`src/rtl/ssq_pkg.sv`:
```
// ----------------------------------------------------------------------------
// ssq_pkg: shared types and constants of the scan sweep sequencer
// Phase codes, actions, motor ops, events, controller state, command bundle.
// ----------------------------------------------------------------------------
package ssq_pkg;

    localparam int SETTLE_MS        = 500;
    localparam int STEP_SETTLE_MS   = 100;
    localparam int UNWRAP_MAX_STEPS = 6400;

    typedef enum logic [3:0] {
        PH_IDLE, PH_HOMING, PH_PARKING, PH_SETTLING, PH_SWEEPING, PH_DONE,
        PH_UNWRAP, PH_STEP_MOVE, PH_STEP_SETTLE, PH_STEP_CAPTURE
    } t_phase;

    localparam logic [2:0] ACT_TICK   = 3'd0;
    localparam logic [2:0] ACT_START  = 3'd1;
    localparam logic [2:0] ACT_ABORT  = 3'd2;
    localparam logic [2:0] ACT_UNWRAP = 3'd3;
    localparam logic [2:0] ACT_HOME   = 3'd4;

    localparam logic [1:0] OP_NONE = 2'd0;
    localparam logic [1:0] OP_ABS  = 2'd1;
    localparam logic [1:0] OP_REL  = 2'd2;
    localparam logic [1:0] OP_STOP = 2'd3;

    localparam logic [1:0] SPD_TRAVEL = 2'd0;
    localparam logic [1:0] SPD_HOMING = 2'd1;
    localparam logic [1:0] SPD_STEP   = 2'd2;
    localparam logic [1:0] SPD_SWEEP  = 2'd3;

    localparam logic [3:0] EV_NONE     = 4'd0;
    localparam logic [3:0] EV_BUSY     = 4'd1;
    localparam logic [3:0] EV_REJECT   = 4'd2;
    localparam logic [3:0] EV_HOMED    = 4'd3;
    localparam logic [3:0] EV_START    = 4'd4;
    localparam logic [3:0] EV_COMPLETE = 4'd5;
    localparam logic [3:0] EV_IDLE     = 4'd6;
    localparam logic [3:0] EV_ABORTED  = 4'd7;
    localparam logic [3:0] EV_UNWRAP   = 4'd8;
    localparam logic [3:0] EV_HOMESET  = 4'd9;

    localparam logic [2:0] REG_HALF   = 3'd0;
    localparam logic [2:0] REG_BACK   = 3'd1;
    localparam logic [2:0] REG_TRAVEL = 3'd2;
    localparam logic [2:0] REG_CYCLE  = 3'd3;
    localparam logic [2:0] REG_MODE   = 3'd4;
    localparam logic [2:0] REG_STOPS  = 3'd5;
    localparam logic [2:0] REG_DWELL  = 3'd6;
    localparam logic [2:0] REG_RATE   = 3'd7;

    // Target source selected by the controller
    localparam logic [2:0] TGT_ZERO    = 3'd0;
    localparam logic [2:0] TGT_TRAVEL  = 3'd1; // -home travel
    localparam logic [2:0] TGT_UNWRAP  = 3'd2;
    localparam logic [2:0] TGT_PARK    = 3'd3; // -H
    localparam logic [2:0] TGT_SWEEP   = 3'd4; // +H
    localparam logic [2:0] TGT_STOP    = 3'd5; // divider quotient

    localparam int DIV_W = 48;

    typedef enum logic [2:0] {
        CS_IDLE, CS_DIV, CS_HOME_FIX, CS_OUT, CS_HOLD
    } t_ctl;

    typedef struct packed {
        logic       div_start;   // launch a division
        logic       div_home;    // 1 homing renumber, 0 stop position
        logic [1:0] op;
        logic [2:0] tgt_sel;
        logic [1:0] speed;
        logic       ramp;
        logic       load;
        logic       load_home;   // value from the renumber, else zero
        logic       result_we;   // capture the output word
    } t_cmd;

    typedef struct packed {
        logic div_busy;
    } t_sts;

endpackage

```
`src/rtl/ssq_types.sv`:
```
// ----------------------------------------------------------------------------
// ssq_types: payload structs of the channels
// Input word, result word, configuration write.
// ----------------------------------------------------------------------------
package ssq_types;
    typedef struct packed {
        logic [2:0]         action;
        logic               motor_running;
        logic signed [31:0] motor_position;
        logic signed [23:0] unwrap_steps;
    } t_in;

    typedef struct packed {
        logic [3:0]         scan_state;
        logic [1:0]         motor_op;
        logic signed [31:0] motor_target;
        logic [1:0]         speed_select;
        logic               ramp_enable;
        logic               position_load;
        logic signed [31:0] position_value;
        logic [3:0]         event_code;
        logic [11:0]        stop_index;
    } t_out;

    typedef struct packed {
        logic [2:0]  index;
        logic [23:0] wdata;
    } t_cfg;
endpackage

```
`src/rtl/ssq_if.sv`:
```
// ----------------------------------------------------------------------------
// ssq_if: valid/ready channel carrying one payload word
// Generic over the payload type.
// ----------------------------------------------------------------------------
interface ssq_if #(parameter type T = logic) ();
    logic valid;
    logic ready;
    T     data;
    modport source (output valid, output data, input ready);
    modport sink   (input valid, input data, output ready);
endinterface

```
`src/rtl/ssq_datapath.sv`:
```
// ----------------------------------------------------------------------------
// ssq_datapath: configuration, divider and result assembly
// Serial restoring divider for homing renumber and stop positions.
// ----------------------------------------------------------------------------
module ssq_datapath (
    input  logic                       i_clk,
    input  logic                       i_rst_n,
    input  logic                       i_cfg_we,
    input  logic [2:0]                 i_cfg_index,
    input  logic [23:0]                i_cfg_wdata,
    input  ssq_pkg::t_cmd              i_cmd,
    input  logic signed [31:0]         i_pos,
    input  logic signed [23:0]         i_unw,
    input  logic [11:0]                i_stop_idx,
    input  logic [3:0]                 i_state,
    input  logic [3:0]                 i_event,
    output ssq_pkg::t_sts              o_sts,
    output logic                       o_mode,
    output logic [11:0]                o_stop_count,
    output logic [15:0]                o_dwell,
    output ssq_types::t_out            o_result
);
    import ssq_pkg::*;
    import ssq_types::*;

    logic [15:0] r_half, r_back, r_cycle, r_dwell;
    logic [23:0] r_travel, r_rate;
    logic        r_mode;
    logic [11:0] r_stops;

    always_ff @(posedge i_clk) begin
        if (!i_rst_n) begin
            r_half <= 16'd1600; r_back <= 16'd160; r_travel <= 24'd4000;
            r_cycle <= 16'd64; r_mode <= 1'b0; r_stops <= 12'd100;
            r_dwell <= 16'd200; r_rate <= 24'd25600;
        end else if (i_cfg_we) begin
            case (i_cfg_index)
                REG_HALF:   r_half   <= i_cfg_wdata[15:0];
                REG_BACK:   r_back   <= i_cfg_wdata[15:0];
                REG_TRAVEL: r_travel <= i_cfg_wdata;
                REG_CYCLE:  r_cycle  <= i_cfg_wdata[15:0];
                REG_MODE:   r_mode   <= i_cfg_wdata[0];
                REG_STOPS:  r_stops  <= i_cfg_wdata[11:0];
                REG_DWELL:  r_dwell  <= i_cfg_wdata[15:0];
                REG_RATE:   r_rate   <= i_cfg_wdata;
                default: ;
            endcase
        end
    end

    assign o_mode       = r_mode;
    assign o_stop_count = r_stops;
    assign o_dwell      = r_dwell;

    // Unsigned division of a magnitude, one quotient bit per cycle.
    // Homing: mag = |want - pos|, d = cycle.
    // Stop: mag = |2*H*(2i-N)| + N, d = 2N.
    logic [DIV_W-1:0] r_rem, r_quo, r_den;
    logic [5:0]       r_cnt;
    logic             r_busy, r_neg, r_home;
    logic signed [33:0] r_base;   // pos for homing
    logic signed [33:0] r_want;

    logic signed [33:0] want_w, diff_w;
    logic signed [13:0] twoi_n;
    logic signed [30:0] num_w;      // H*(2i-N)
    logic [DIV_W-1:0]   mag_w, den_w;
    logic [15:0]        cyc_w;
    logic [DIV_W:0]     trial;

    always_comb begin
        cyc_w  = (r_cycle == 16'd0) ? 16'd1 : r_cycle;
        want_w = -$signed({18'd0, r_half}) - $signed({18'd0, r_back});
        diff_w = want_w - 34'(i_pos);
        twoi_n = $signed({1'b0, i_stop_idx, 1'b0}) - $signed({2'b0, r_stops});
        num_w  = 31'($signed({1'b0, r_half}) * twoi_n);
        if (i_cmd.div_home) begin
            mag_w = diff_w[33] ? DIV_W'(-diff_w) : DIV_W'(diff_w);
            den_w = DIV_W'(cyc_w);
        end else begin
            mag_w = num_w[30] ? DIV_W'({-num_w, 1'b0}) : DIV_W'({num_w, 1'b0});
            mag_w = mag_w + DIV_W'(r_stops);
            den_w = DIV_W'({r_stops, 1'b0});
        end
        trial = {r_rem[DIV_W-1:0], r_quo[DIV_W-1]} - {1'b0, r_den};
    end

    always_ff @(posedge i_clk) begin
        if (!i_rst_n) begin
            r_busy <= 1'b0;
            r_cnt  <= '0;
        end else if (i_cmd.div_start) begin
            r_busy <= 1'b1;
            r_cnt  <= 6'(DIV_W);
        end else if (r_busy) begin
            r_cnt <= r_cnt - 6'd1;
            if (r_cnt == 6'd1) r_busy <= 1'b0;
        end
    end

    always_ff @(posedge i_clk) begin
        if (i_cmd.div_start) begin
            r_rem  <= '0;
            r_quo  <= mag_w;
            r_den  <= den_w;
            r_home <= i_cmd.div_home;
            r_neg  <= i_cmd.div_home ? diff_w[33] : num_w[30];
            r_base <= 34'(i_pos);
            r_want <= want_w;
        end else if (r_busy) begin
            if (!trial[DIV_W]) begin
                r_rem <= trial[DIV_W-1:0];
                r_quo <= {r_quo[DIV_W-2:0], 1'b1};
            end else begin
                r_rem <= {r_rem[DIV_W-2:0], r_quo[DIV_W-1]};
                r_quo <= {r_quo[DIV_W-2:0], 1'b0};
            end
        end
    end

    assign o_sts.div_busy = r_busy;

    // Homing: k truncated toward zero, then one down when above want.
    // k*cycle equals sign*q*cycle; the value is want - sign*rem - adjust.
    logic signed [33:0] home_v, stop_v;
    logic signed [33:0] rem_s;
    always_comb begin
        rem_s = 34'(r_rem);
        // pos + k*c = want - (diff - k*c); diff - k*c = sign*rem
        home_v = r_neg ? (r_want + rem_s) : (r_want - rem_s);
        if (r_neg && r_rem != '0)
            home_v = home_v - 34'(cyc_w);
        stop_v = r_neg ? -34'(r_quo) : 34'(r_quo);
        if (r_stops == 12'd0)
            stop_v = -$signed({18'd0, r_half});
    end

    logic signed [31:0] tgt;
    always_comb begin
        case (i_cmd.tgt_sel)
            TGT_TRAVEL: tgt = -$signed({8'd0, r_travel});
            TGT_UNWRAP: tgt = 32'(i_unw);
            TGT_PARK:   tgt = -$signed({16'd0, r_half});
            TGT_SWEEP:  tgt = $signed({16'd0, r_half});
            TGT_STOP:   tgt = stop_v[31:0];
            default:    tgt = '0;
        endcase
    end

    always_ff @(posedge i_clk) begin
        if (i_cmd.result_we) begin
            o_result.scan_state     <= i_state;
            o_result.motor_op       <= i_cmd.op;
            o_result.motor_target   <= tgt;
            o_result.speed_select   <= i_cmd.speed;
            o_result.ramp_enable    <= i_cmd.ramp;
            o_result.position_load  <= i_cmd.load;
            o_result.position_value <= i_cmd.load_home ? home_v[31:0] : 32'd0;
            o_result.event_code     <= i_event;
            o_result.stop_index     <= i_stop_idx;
        end
    end

    logic unused;
    assign unused = ^{r_rate, r_home, r_base};
endmodule

```
`src/rtl/ssq_control.sv`:
```
// ----------------------------------------------------------------------------
// ssq_control: phase machine and item handshake
// Decodes each word, launches divisions and commands the result capture.
// ----------------------------------------------------------------------------
module ssq_control (
    input  logic                 i_clk,
    input  logic                 i_rst_n,
    input  logic                 i_in_valid,
    output logic                 o_in_ready,
    input  logic [2:0]           i_action,
    input  logic                 i_running,
    input  logic signed [23:0]   i_unw,
    output logic                 o_out_valid,
    input  logic                 i_out_ready,
    input  logic                 i_mode,
    input  logic [11:0]          i_stop_count,
    input  logic [15:0]          i_dwell,
    input  ssq_pkg::t_sts        i_sts,
    output ssq_pkg::t_cmd        o_cmd,
    output logic [11:0]          o_stop_idx,
    output logic [3:0]           o_state,
    output logic [3:0]           o_event
);
    import ssq_pkg::*;

    t_ctl   r_cs, n_cs;
    t_phase r_phase, n_phase;
    logic [15:0] r_timer, n_timer;
    logic [11:0] r_stop, n_stop;
    logic        r_mode, n_mode;
    logic [2:0]  r_act;
    logic        r_run;
    logic signed [23:0] r_unw;
    logic        r_home;       // pending division is a renumber

    logic accept;
    assign accept = i_in_valid && o_in_ready;

    // Next state
    always_comb begin
        n_cs = r_cs;
        case (r_cs)
            CS_IDLE:     if (accept) n_cs = CS_OUT;
            CS_OUT:      n_cs = o_cmd.div_start ? CS_DIV : CS_HOLD;
            CS_DIV:      if (!i_sts.div_busy) n_cs = CS_HOME_FIX;
            CS_HOME_FIX: n_cs = CS_HOLD;
            CS_HOLD:     if (i_out_ready) n_cs = CS_IDLE;
            default:     n_cs = CS_IDLE;
        endcase
    end

    // Phase logic, evaluated in CS_OUT on the stored word
    logic [15:0] t1;
    logic        at_rest, bad_unw;
    always_comb begin
        n_phase = r_phase; n_timer = r_timer; n_stop = r_stop; n_mode = r_mode;
        o_cmd   = '0;
        o_event = EV_NONE;
        t1      = (r_timer == 16'hFFFF) ? r_timer : r_timer + 16'd1;
        at_rest = (r_phase == PH_IDLE) || (r_phase == PH_DONE);
        bad_unw = (r_unw == 24'sd0) || (r_unw > 24'(UNWRAP_MAX_STEPS))
                  || (r_unw < -24'(UNWRAP_MAX_STEPS));
        case (r_cs)
            CS_OUT: begin
                o_cmd.result_we = 1'b1;
                case (r_act)
                    ACT_TICK: begin
                        n_timer = t1;
                        case (r_phase)
                            PH_HOMING: if (!r_run) begin
                                o_cmd = '{div_start: 1'b1, div_home: 1'b1, op: OP_ABS,
                                          tgt_sel: TGT_PARK, speed: SPD_TRAVEL,
                                          ramp: 1'b1, load: 1'b1, load_home: 1'b1,
                                          result_we: 1'b0};
                                n_phase = PH_PARKING; n_timer = '0; o_event = EV_HOMED;
                            end
                            PH_PARKING: if (!r_run) begin
                                n_phase = PH_SETTLING; n_timer = '0;
                            end
                            PH_SETTLING: if (t1 >= 16'(SETTLE_MS)) begin
                                if (r_mode) n_phase = PH_STEP_CAPTURE;
                                else begin
                                    o_cmd.op = OP_ABS; o_cmd.tgt_sel = TGT_SWEEP;
                                    o_cmd.speed = SPD_SWEEP;
                                    n_phase = PH_SWEEPING;
                                end
                                n_timer = '0; o_event = EV_START;
                            end
                            PH_SWEEPING: if (!r_run) begin
                                n_phase = PH_DONE; n_timer = '0; o_event = EV_COMPLETE;
                            end
                            PH_DONE: if (!r_run) begin
                                n_phase = PH_IDLE; n_timer = '0; o_event = EV_IDLE;
                            end
                            PH_UNWRAP: if (!r_run) begin
                                o_cmd.load = 1'b1;
                                n_phase = PH_IDLE; n_timer = '0; o_event = EV_UNWRAP;
                            end
                            PH_STEP_MOVE: if (!r_run) begin
                                n_phase = PH_STEP_SETTLE; n_timer = '0;
                            end
                            PH_STEP_SETTLE: if (t1 >= 16'(STEP_SETTLE_MS)) begin
                                n_phase = PH_STEP_CAPTURE; n_timer = '0;
                            end
                            PH_STEP_CAPTURE: if (t1 >= i_dwell) begin
                                n_timer = '0;
                                if (r_stop >= i_stop_count) begin
                                    n_phase = PH_DONE; o_event = EV_COMPLETE;
                                end else begin
                                    n_stop = r_stop + 12'd1;
                                    o_cmd = '{div_start: 1'b1, div_home: 1'b0,
                                              op: OP_ABS, tgt_sel: TGT_STOP,
                                              speed: SPD_STEP, ramp: 1'b0, load: 1'b0,
                                              load_home: 1'b0, result_we: 1'b0};
                                    n_phase = PH_STEP_MOVE;
                                end
                            end
                            default: ;
                        endcase
                    end
                    ACT_START: begin
                        if (!at_rest) o_event = EV_BUSY;
                        else begin
                            n_mode = i_mode; n_stop = '0;
                            o_cmd.op = OP_REL; o_cmd.tgt_sel = TGT_TRAVEL;
                            o_cmd.speed = SPD_HOMING; o_cmd.ramp = 1'b1;
                            n_phase = PH_HOMING; n_timer = '0;
                        end
                    end
                    ACT_ABORT: begin
                        o_cmd.op = OP_STOP;
                        n_phase = PH_IDLE; n_timer = '0; o_event = EV_ABORTED;
                    end
                    ACT_UNWRAP: begin
                        if (!at_rest) o_event = EV_BUSY;
                        else if (bad_unw) o_event = EV_REJECT;
                        else begin
                            o_cmd.op = OP_REL; o_cmd.tgt_sel = TGT_UNWRAP;
                            o_cmd.ramp = 1'b1;
                            n_phase = PH_UNWRAP; n_timer = '0;
                        end
                    end
                    ACT_HOME: begin
                        o_cmd.load = 1'b1; o_event = EV_HOMESET;
                    end
                    default: ;
                endcase
            end
            default: ;
        endcase
    end

    // Held command and event of CS_OUT, kept for the replay copy below
    t_cmd        r_cmd;
    logic [3:0]  r_event;
    always_ff @(posedge i_clk) begin
        if (!i_rst_n) begin
            r_cs <= CS_IDLE; r_phase <= PH_IDLE; r_timer <= '0;
            r_stop <= '0; r_mode <= 1'b0;
        end else begin
            r_cs <= n_cs;
            if (r_cs == CS_OUT) begin
                r_phase <= n_phase; r_timer <= n_timer;
                r_stop <= n_stop; r_mode <= n_mode;
            end
        end
    end

    always_ff @(posedge i_clk) begin
        if (accept) begin
            r_act <= i_action; r_run <= i_running; r_unw <= i_unw;
        end
        if (r_cs == CS_OUT) begin
            r_cmd <= o_cmd; r_event <= o_event; r_home <= o_cmd.div_home;
        end
    end

    // Replay copy of the held command with capture on; read only by the unused tap
    t_cmd cmd_out;
    always_comb begin
        cmd_out = r_cmd;
        cmd_out.div_start = 1'b0;
        cmd_out.div_home  = r_home;
        cmd_out.result_we = 1'b1;
    end

    assign o_in_ready  = (r_cs == CS_IDLE);
    assign o_out_valid = (r_cs == CS_HOLD);
    assign o_stop_idx  = (r_cs == CS_OUT) ? n_stop : r_stop;
    assign o_state     = (r_cs == CS_OUT) ? 4'(n_phase) : 4'(r_phase);

    // Copies of the live decode and of the event replay in CS_HOME_FIX, read only by the unused tap
    t_cmd  cmd_live;
    assign cmd_live = o_cmd;
    logic [3:0] ev_sel;
    assign ev_sel = (r_cs == CS_HOME_FIX) ? r_event : o_event;
    logic unused;
    assign unused = ^{cmd_live, ev_sel, cmd_out};
endmodule

```
`src/rtl/scan_sweep_sequencer.sv`:
```
// ----------------------------------------------------------------------------
// scan_sweep_sequencer: scan platform sequencer top level
// Joins the phase controller and the arithmetic datapath.
// ----------------------------------------------------------------------------
//  channel   direction  payload
//  in_ch     sink       action, motor_running, motor_position, unwrap_steps
//  out_ch    source     one result word per input word
//  cfg_ch    sink       register index, write data
//
//  A tick or command passes through accept, decode with capture, hand over.
//  A homing renumber or a new stop position also runs the serial 48-bit
//  divider, one quotient bit a cycle; the block then sees it finish,
//  captures the word and moves on to the hand over.
//  Reset restores the register defaults and idles the phase machine.
//  A stalled result holds the block; no new word enters until it is taken.
// ----------------------------------------------------------------------------
module scan_sweep_sequencer (
    input  logic i_clk,
    input  logic i_rst_n,
    ssq_if.sink   in_ch,
    ssq_if.source out_ch,
    ssq_if.sink   cfg_ch
);
    import ssq_pkg::*;
    import ssq_types::*;

    t_cmd  ctl_cmd, dp_cmd;
    t_sts  dp_sts;
    logic  mode;
    logic [11:0] stop_count, stop_idx;
    logic [15:0] dwell;
    logic [3:0]  state, ev;
    t_out  result;
    t_in   in_w;

    // Hold the replayed command for the divider capture
    t_cmd  r_cmd;
    logic  r_fix;
    logic [3:0] r_ev;
    logic       r_wait;

    // Hold the position and unwrap distance of the accepted word; the source
    // may move on to its next word as soon as this one is taken
    logic signed [31:0] r_pos;
    logic signed [23:0] r_unw;

    assign in_w = in_ch.data;

    always_ff @(posedge i_clk) begin
        if (in_ch.valid && in_ch.ready) begin
            r_pos <= in_w.motor_position;
            r_unw <= in_w.unwrap_steps;
        end
    end

    ssq_control u_ctl (
        .i_clk        (i_clk),
        .i_rst_n      (i_rst_n),
        .i_in_valid   (in_ch.valid),
        .o_in_ready   (in_ch.ready),
        .i_action     (in_w.action),
        .i_running    (in_w.motor_running),
        .i_unw        (in_w.unwrap_steps),
        .o_out_valid  (out_ch.valid),
        .i_out_ready  (out_ch.ready),
        .i_mode       (mode),
        .i_stop_count (stop_count),
        .i_dwell      (dwell),
        .i_sts        (dp_sts),
        .o_cmd        (ctl_cmd),
        .o_stop_idx   (stop_idx),
        .o_state      (state),
        .o_event      (ev)
    );

    // Capture the division command; fire its result write once done
    always_ff @(posedge i_clk) begin
        if (!i_rst_n) begin
            r_wait <= 1'b0;
            r_fix  <= 1'b0;
        end else begin
            r_fix <= 1'b0;
            if (ctl_cmd.div_start) begin
                r_wait <= 1'b1;
            end else if (r_wait && !dp_sts.div_busy) begin
                r_wait <= 1'b0;
                r_fix  <= 1'b1;
            end
        end
        if (ctl_cmd.div_start) begin
            r_cmd <= ctl_cmd;
            r_ev  <= ev;
        end
    end

    logic [11:0] r_idx;
    logic [3:0]  r_st;
    always_ff @(posedge i_clk) begin
        if (ctl_cmd.div_start) begin
            r_idx <= stop_idx;
            r_st  <= state;
        end
    end

    logic dp_fire;
    assign dp_fire = r_wait && !dp_sts.div_busy && !ctl_cmd.div_start;

    always_comb begin
        dp_cmd = ctl_cmd;
        if (dp_fire) begin
            dp_cmd = r_cmd;
            dp_cmd.div_start = 1'b0;
            dp_cmd.result_we = 1'b1;
        end
    end

    ssq_datapath u_dp (
        .i_clk        (i_clk),
        .i_rst_n      (i_rst_n),
        .i_cfg_we     (cfg_ch.valid && cfg_ch.ready),
        .i_cfg_index  (cfg_ch.data.index),
        .i_cfg_wdata  (cfg_ch.data.wdata),
        .i_cmd        (dp_cmd),
        .i_pos        (r_pos),
        .i_unw        (r_unw),
        .i_stop_idx   (dp_fire ? r_idx : stop_idx),
        .i_state      (dp_fire ? r_st : state),
        .i_event      (dp_fire ? r_ev : ev),
        .o_sts        (dp_sts),
        .o_mode       (mode),
        .o_stop_count (stop_count),
        .o_dwell      (dwell),
        .o_result     (result)
    );

    assign cfg_ch.ready = 1'b1;
    assign out_ch.data  = result;

    logic unused;
    assign unused = r_fix;
endmodule

```
`src/flat_wrapper.sv`:
```
// flat-port wrapper written by rule: the top's interface ports become plain ports
module scan_sweep_sequencer_flat import ssq_pkg::*; import ssq_types::*;
  (i_clk, i_rst_n, in_ch_valid, in_ch_data, in_ch_ready, out_ch_valid, out_ch_data, out_ch_ready, cfg_ch_valid, cfg_ch_data, cfg_ch_ready);
  ssq_if #(.T(t_in)) in_ch_i ();
  ssq_if #(.T(t_out)) out_ch_i ();
  ssq_if #(.T(t_cfg)) cfg_ch_i ();
  input  logic i_clk;
  input  logic i_rst_n;
  input wire logic [$bits(in_ch_i.valid)-1:0] in_ch_valid;
  input wire logic [$bits(in_ch_i.data)-1:0] in_ch_data;
  output wire logic [$bits(in_ch_i.ready)-1:0] in_ch_ready;
  output wire logic [$bits(out_ch_i.valid)-1:0] out_ch_valid;
  output wire logic [$bits(out_ch_i.data)-1:0] out_ch_data;
  input wire logic [$bits(out_ch_i.ready)-1:0] out_ch_ready;
  input wire logic [$bits(cfg_ch_i.valid)-1:0] cfg_ch_valid;
  input wire logic [$bits(cfg_ch_i.data)-1:0] cfg_ch_data;
  output wire logic [$bits(cfg_ch_i.ready)-1:0] cfg_ch_ready;
  assign in_ch_i.valid = in_ch_valid;
  assign in_ch_i.data = in_ch_data;
  assign in_ch_ready = in_ch_i.ready;
  assign out_ch_valid = out_ch_i.valid;
  assign out_ch_data = out_ch_i.data;
  assign out_ch_i.ready = out_ch_ready;
  assign cfg_ch_i.valid = cfg_ch_valid;
  assign cfg_ch_i.data = cfg_ch_data;
  assign cfg_ch_ready = cfg_ch_i.ready;
  scan_sweep_sequencer u_core (.i_clk(i_clk), .i_rst_n(i_rst_n), .in_ch(in_ch_i), .out_ch(out_ch_i), .cfg_ch(cfg_ch_i));
endmodule
```
`config.mk`:
```
export PLATFORM = sky130hd
export DESIGN_NAME = scan_sweep_sequencer_flat
export DESIGN_NICKNAME = d
export VERILOG_FILES = /design/src/rtl/ssq_pkg.sv /design/src/rtl/ssq_types.sv /design/src/rtl/ssq_if.sv /design/src/rtl/ssq_datapath.sv /design/src/rtl/ssq_control.sv /design/src/rtl/scan_sweep_sequencer.sv /design/src/flat_wrapper.sv
export SDC_FILE = /design/constraint.sdc
export NUM_CORES = 2
export LEC_CHECK = 0
export BUFFER_PORTS_ARGS = -buffer_cell sky130_fd_sc_hd__buf_2
export CAP_MARGIN = 20
export CORE_MARGIN = 2
export CORE_UTILIZATION = 41
export DETAILED_ROUTE_END_ITERATION = 10
export GPL_TIMING_DRIVEN = 0
export HOLD_SLACK_MARGIN = 0.06
export MAX_ROUTING_LAYER = met4
export SLEW_MARGIN = 20
export SYNTH_ARGS = -nofsm -noshare
export SYNTH_HDL_FRONTEND = slang
export SYNTH_SLANG_ARGS = --single-unit
```
`constraint.sdc`:
```
create_clock -name i_clk -period 17.01 [get_ports i_clk]
set_clock_uncertainty 0.05 [all_clocks]
set_input_delay 0.8505 -clock i_clk [delete_from_list [all_inputs] [get_ports i_clk]]
set_output_delay 0.8505 -clock i_clk [all_outputs]
set_load 0.005 [all_outputs]
```
==> impl_metrics.env <==
export IMPL_met3_length_mm=9.64
export IMPL_postCtsHoldBufs=0
export IMPL_dp_slack_ps=-3000
export IMPL_nNetsFinal=5541
export IMPL_grt_antenna_before_repair=5
export IMPL_slowest_delay_ps=590
export IMPL_syn_area_um2=40600
export IMPL_dieWidth_um=319
export IMPL_drcViolationCount=0
export IMPL_place_congestion=0.999
export IMPL_powerDensity_nw_per_um2=113
export IMPL_row_count=115
export IMPL_synth_top_area_share_pct=20.5
export IMPL_dr_pass1_iters=7
export IMPL_cts_htree_levels=2
export IMPL_viasPerCell=5.69
export IMPL_clock_latency_ps=690
export IMPL_post_synth_top_count_cell="nand2_1"
export IMPL_period_needed_ps=16300
export IMPL_regToRegStartpoint="u_core.u_ctl.r_timer[1]$_SDFFE_PN0P_"
export IMPL_min_delay_start="in_ch_data[14]"
export IMPL_drt_initial_drc_count=3461
export IMPL_drv_slew=0
export IMPL_cts_buffers=55
export IMPL_peakVddDrop_mv=0.110
export IMPL_ys_seq_area_share_pct=30.0
export IMPL_dr_max_layer_used="met4"
export IMPL_antenna_left=0
export IMPL_grtUsageTotal_pct=27.9
export IMPL_drt_wl_total_mm=142
export IMPL_cts_tree="done"
export IMPL_power_leakage_uw=0.0186
export IMPL_synth_nets=5288
export IMPL_fin_cells=6326
export IMPL_required_ps=17400
export IMPL_overflow=0
export IMPL_power_uw=5130
export IMPL_m1WireLength_mm=61.2
export IMPL_reg2reg_depth=66
export IMPL_synth_avg_cell_area_um2=8.56
export IMPL_synth_seq_cells=470
export IMPL_period_share_pct=95.9
export IMPL_cts_sinks=470
export IMPL_min_path_cells=1
export IMPL_dp_cells=6211
export IMPL_async_flop_share_pct=0
export IMPL_dpl_hpwl_mm=113
export IMPL_cts_path_max_buffers=3
export IMPL_crit_path_end_kind="register"
export IMPL_max_slew_margin_pct=15.5
export IMPL_grt_pass1_wl_mm=211
export IMPL_cts_clk_slew_worst_paths_ps=60
export IMPL_crit_arrival_ps=16690
export IMPL_dieHeight_um=319
export IMPL_switching_share_pct=43.2
export IMPL_fmax_mhz=61.3
export IMPL_p_comb_share_pct=49.1
export IMPL_crit_start="u_core.u_ctl.r_timer[1]$_SDFFE_PN0P_"
export IMPL_initial_core_util_pct=41.3
export IMPL_synth_cell_type_count=116
export IMPL_final_hold_viol_count=0
export IMPL_portBuffers=182
export IMPL_die_area_um2=101000
export IMPL_root_buffer="clkbuf_16"
export IMPL_coreArea_um2=98300
export IMPL_ys_warn_count=0
export IMPL_hold_path_class="in2reg"
export IMPL_synth_edf_count=277
export IMPL_grt_pass1_vias=34000
export IMPL_grt_max_degree=50
export IMPL_p_int_uw=2910
export IMPL_drive_gt1_share_pct=9.33
export IMPL_finalWorstSetupSlack_ps=705
export IMPL_syn_instance_count=4736
export IMPL_synth_top_area_cell="edfxtp_1"
export IMPL_holdPathEnd="u_core.u_ctl.r_unw[14]$_DFFE_PP_"
export IMPL_power_frac_seq_pct=25.8
export IMPL_p_switching_uw=2210
export IMPL_worstPathMaxFanout=10
export IMPL_synthTopCellsByArea="edfxtp_1, dfxtp_1, ha_1, fa_1, nand2_1"
export IMPL_area_growth_pct=12.1
export IMPL_critPathSlowestCell="fa_1"
export IMPL_io_pins=185
export IMPL_ys_top_cells_by_count="nand2_1, inv_1, nor2_1, ha_1, edfxtp_1"
export IMPL_met2_length_mm=63.3
export IMPL_critPathLaunchType="register"
export IMPL_r2r_end="u_core.u_dp.r_quo[25]$_DFFE_PP_"
export IMPL_pwr_share_clk_pct=25.1
export IMPL_tightest_slew_ps=1250
export IMPL_post_drt_wl_per_cell_um=22.4
export IMPL_fillers=9682
export IMPL_synth_ff_type="edfxtp_1"
export IMPL_r2r_slack_ps=710
export IMPL_vias=36000
export IMPL_outcome="completed"
export IMPL_setup_violations_final=0
export IMPL_crit_type="reg2reg"
export IMPL_maxCapViolations=0
per-stage QoR:
stage | area (µm²) | hold WS (ps) | setup TNS [ps] | utilization, %
final | 45500 | 280 | 0 | 46.3
after global placement | 43100 | 400 | -76630 | 43.8
after CTS | 45300 | 241 | 0 | 46.1
after floorplan | 40600 | 389 | 0 | -
after global routing | 45500 | 254 | -18.1 | 46.3
after detailed placement | 43200 | 409 | -67520 | 44.0
state kept, by name (all words and copies together), names as in the netlist, 24 cells and up:
signal,count
u_core.u_dp.o_result,90
u_core.u_dp.r_quo,48
u_core.u_dp.r_rem,48
u_core.r_pos,32
u_core.u_dp.r_want,32
u_core.u_ctl.r_unw,24
u_core.u_dp.r_travel,24
layout by cell type, fill, tap and decap left out, drive strengths merged, types with 60 or more instances in the layout:
| cell type | synthesis | layout |
|---|---|---|
| a21boi | 108 | 108 |
| a21o | 80 | 80 |
| a21oi | 269 | 269 |
| and2 | 114 | 114 |
| and3 | 60 | 60 |
| buf | 47 | 249 |
| clkbuf | 178 | 238 |
| dfxtp | 193 | 193 |
| edfxtp | 277 | 277 |
| fa | 173 | 173 |
| ha | 287 | 287 |
| inv | 382 | 388 |
| nand2 | 647 | 647 |
| nand3 | 100 | 100 |
| nor2 | 361 | 361 |
| nor2b | 61 | 61 |
| nor3 | 90 | 90 |
| o21ai | 247 | 247 |
| xnor2 | 176 | 176 |
| xor2 | 170 | 170 |
per-layer routing:
metal | GRT usage (%) | vias to the layer above
met5 | - | -
met4 | 12.5 | 0
met3 | 3.73 | 251
met2 | 43.0 | 1320
met1 | 36.7 | 17400
li1 | - | 17100
worst max path at each step:
stage	to	slack [ps]	cells after the start
after floorplan	u_core.u_dp.r_quo[25]$_DFFE_PP_	1350	65
after global placement	u_core.u_dp.r_quo[14]$_DFFE_PP_	-3330	69
after detailed placement	u_core.u_dp.r_quo[14]$_DFFE_PP_	-3000	69
after CTS	u_core.u_dp.r_quo[25]$_DFFE_PP_	60	68
after global routing	u_core.u_dp.r_quo[16]$_DFFE_PP_	-10	68
final	u_core.u_dp.r_quo[25]$_DFFE_PP_	710	66
cells by family (layout without fill, tap and decap cells):
group | after synthesis | after routing | synth area share [%]
compound gates | 1086 | 1086 | 17.5
xor+xnor | 346 | 346 | 7.51
fa+ha+maj | 460 | 460 | 17.4
buf+inv | 608 | 907 | 5.79
flops | 470 | 470 | 30.0
mux | 44 | 44 | 1.21
other cells | 1 | 5 | 0.00925
simple gates | 1721 | 1721 | 20.6
timing repair:
| action | 4_1_cts | 5_1_grt |
|---|---|---|
| pin swaps | 4 | 8 |
| endpoints found under the setup margin | 30 | 23 |
| buffers inserted | 3 | 11 |
| resized for setup | 25 | 29 |
power by group through the flow:
stage                     clock network, µW  registers, µW  logic (µW)
after floorplan                           0           1320        1780
after global placement                    0           1350        2410
after detailed placement                  0           1340        2440
after CTS                              1310           1320        2460
after global routing                   1350           1330        2740
final                                  1290           1320        2520
cell type report:
class                   instances  area (µm²)  share of cell area (%)
multi-input cells            3658       26200                    57.7
flip-flops and latches        470       12200                    26.8
well taps                    1287        1610                    3.54
clock buffers                  66        1470                    3.23
inverters                     383        1440                    3.17
repair buffers                202        1150                    2.53
plain buffers                 219         918                    2.02
clock inverters                37         465                    1.02
diodes                          4        10.0                  0.0220
worst max-delay path, delay by kind of cell (launching register included):
kind,cells,cell delay (ps)
AOI/OAI and AO/OA,28,5800
adders and majority gates,11,4850
and+or+nand+nor,15,2920
buffers and inverters,10,1530
DFF,1,390
muxes,1,310
xor gates and xnor gates,1,210
No activity file was read; power rests on OpenSTA's default activity.
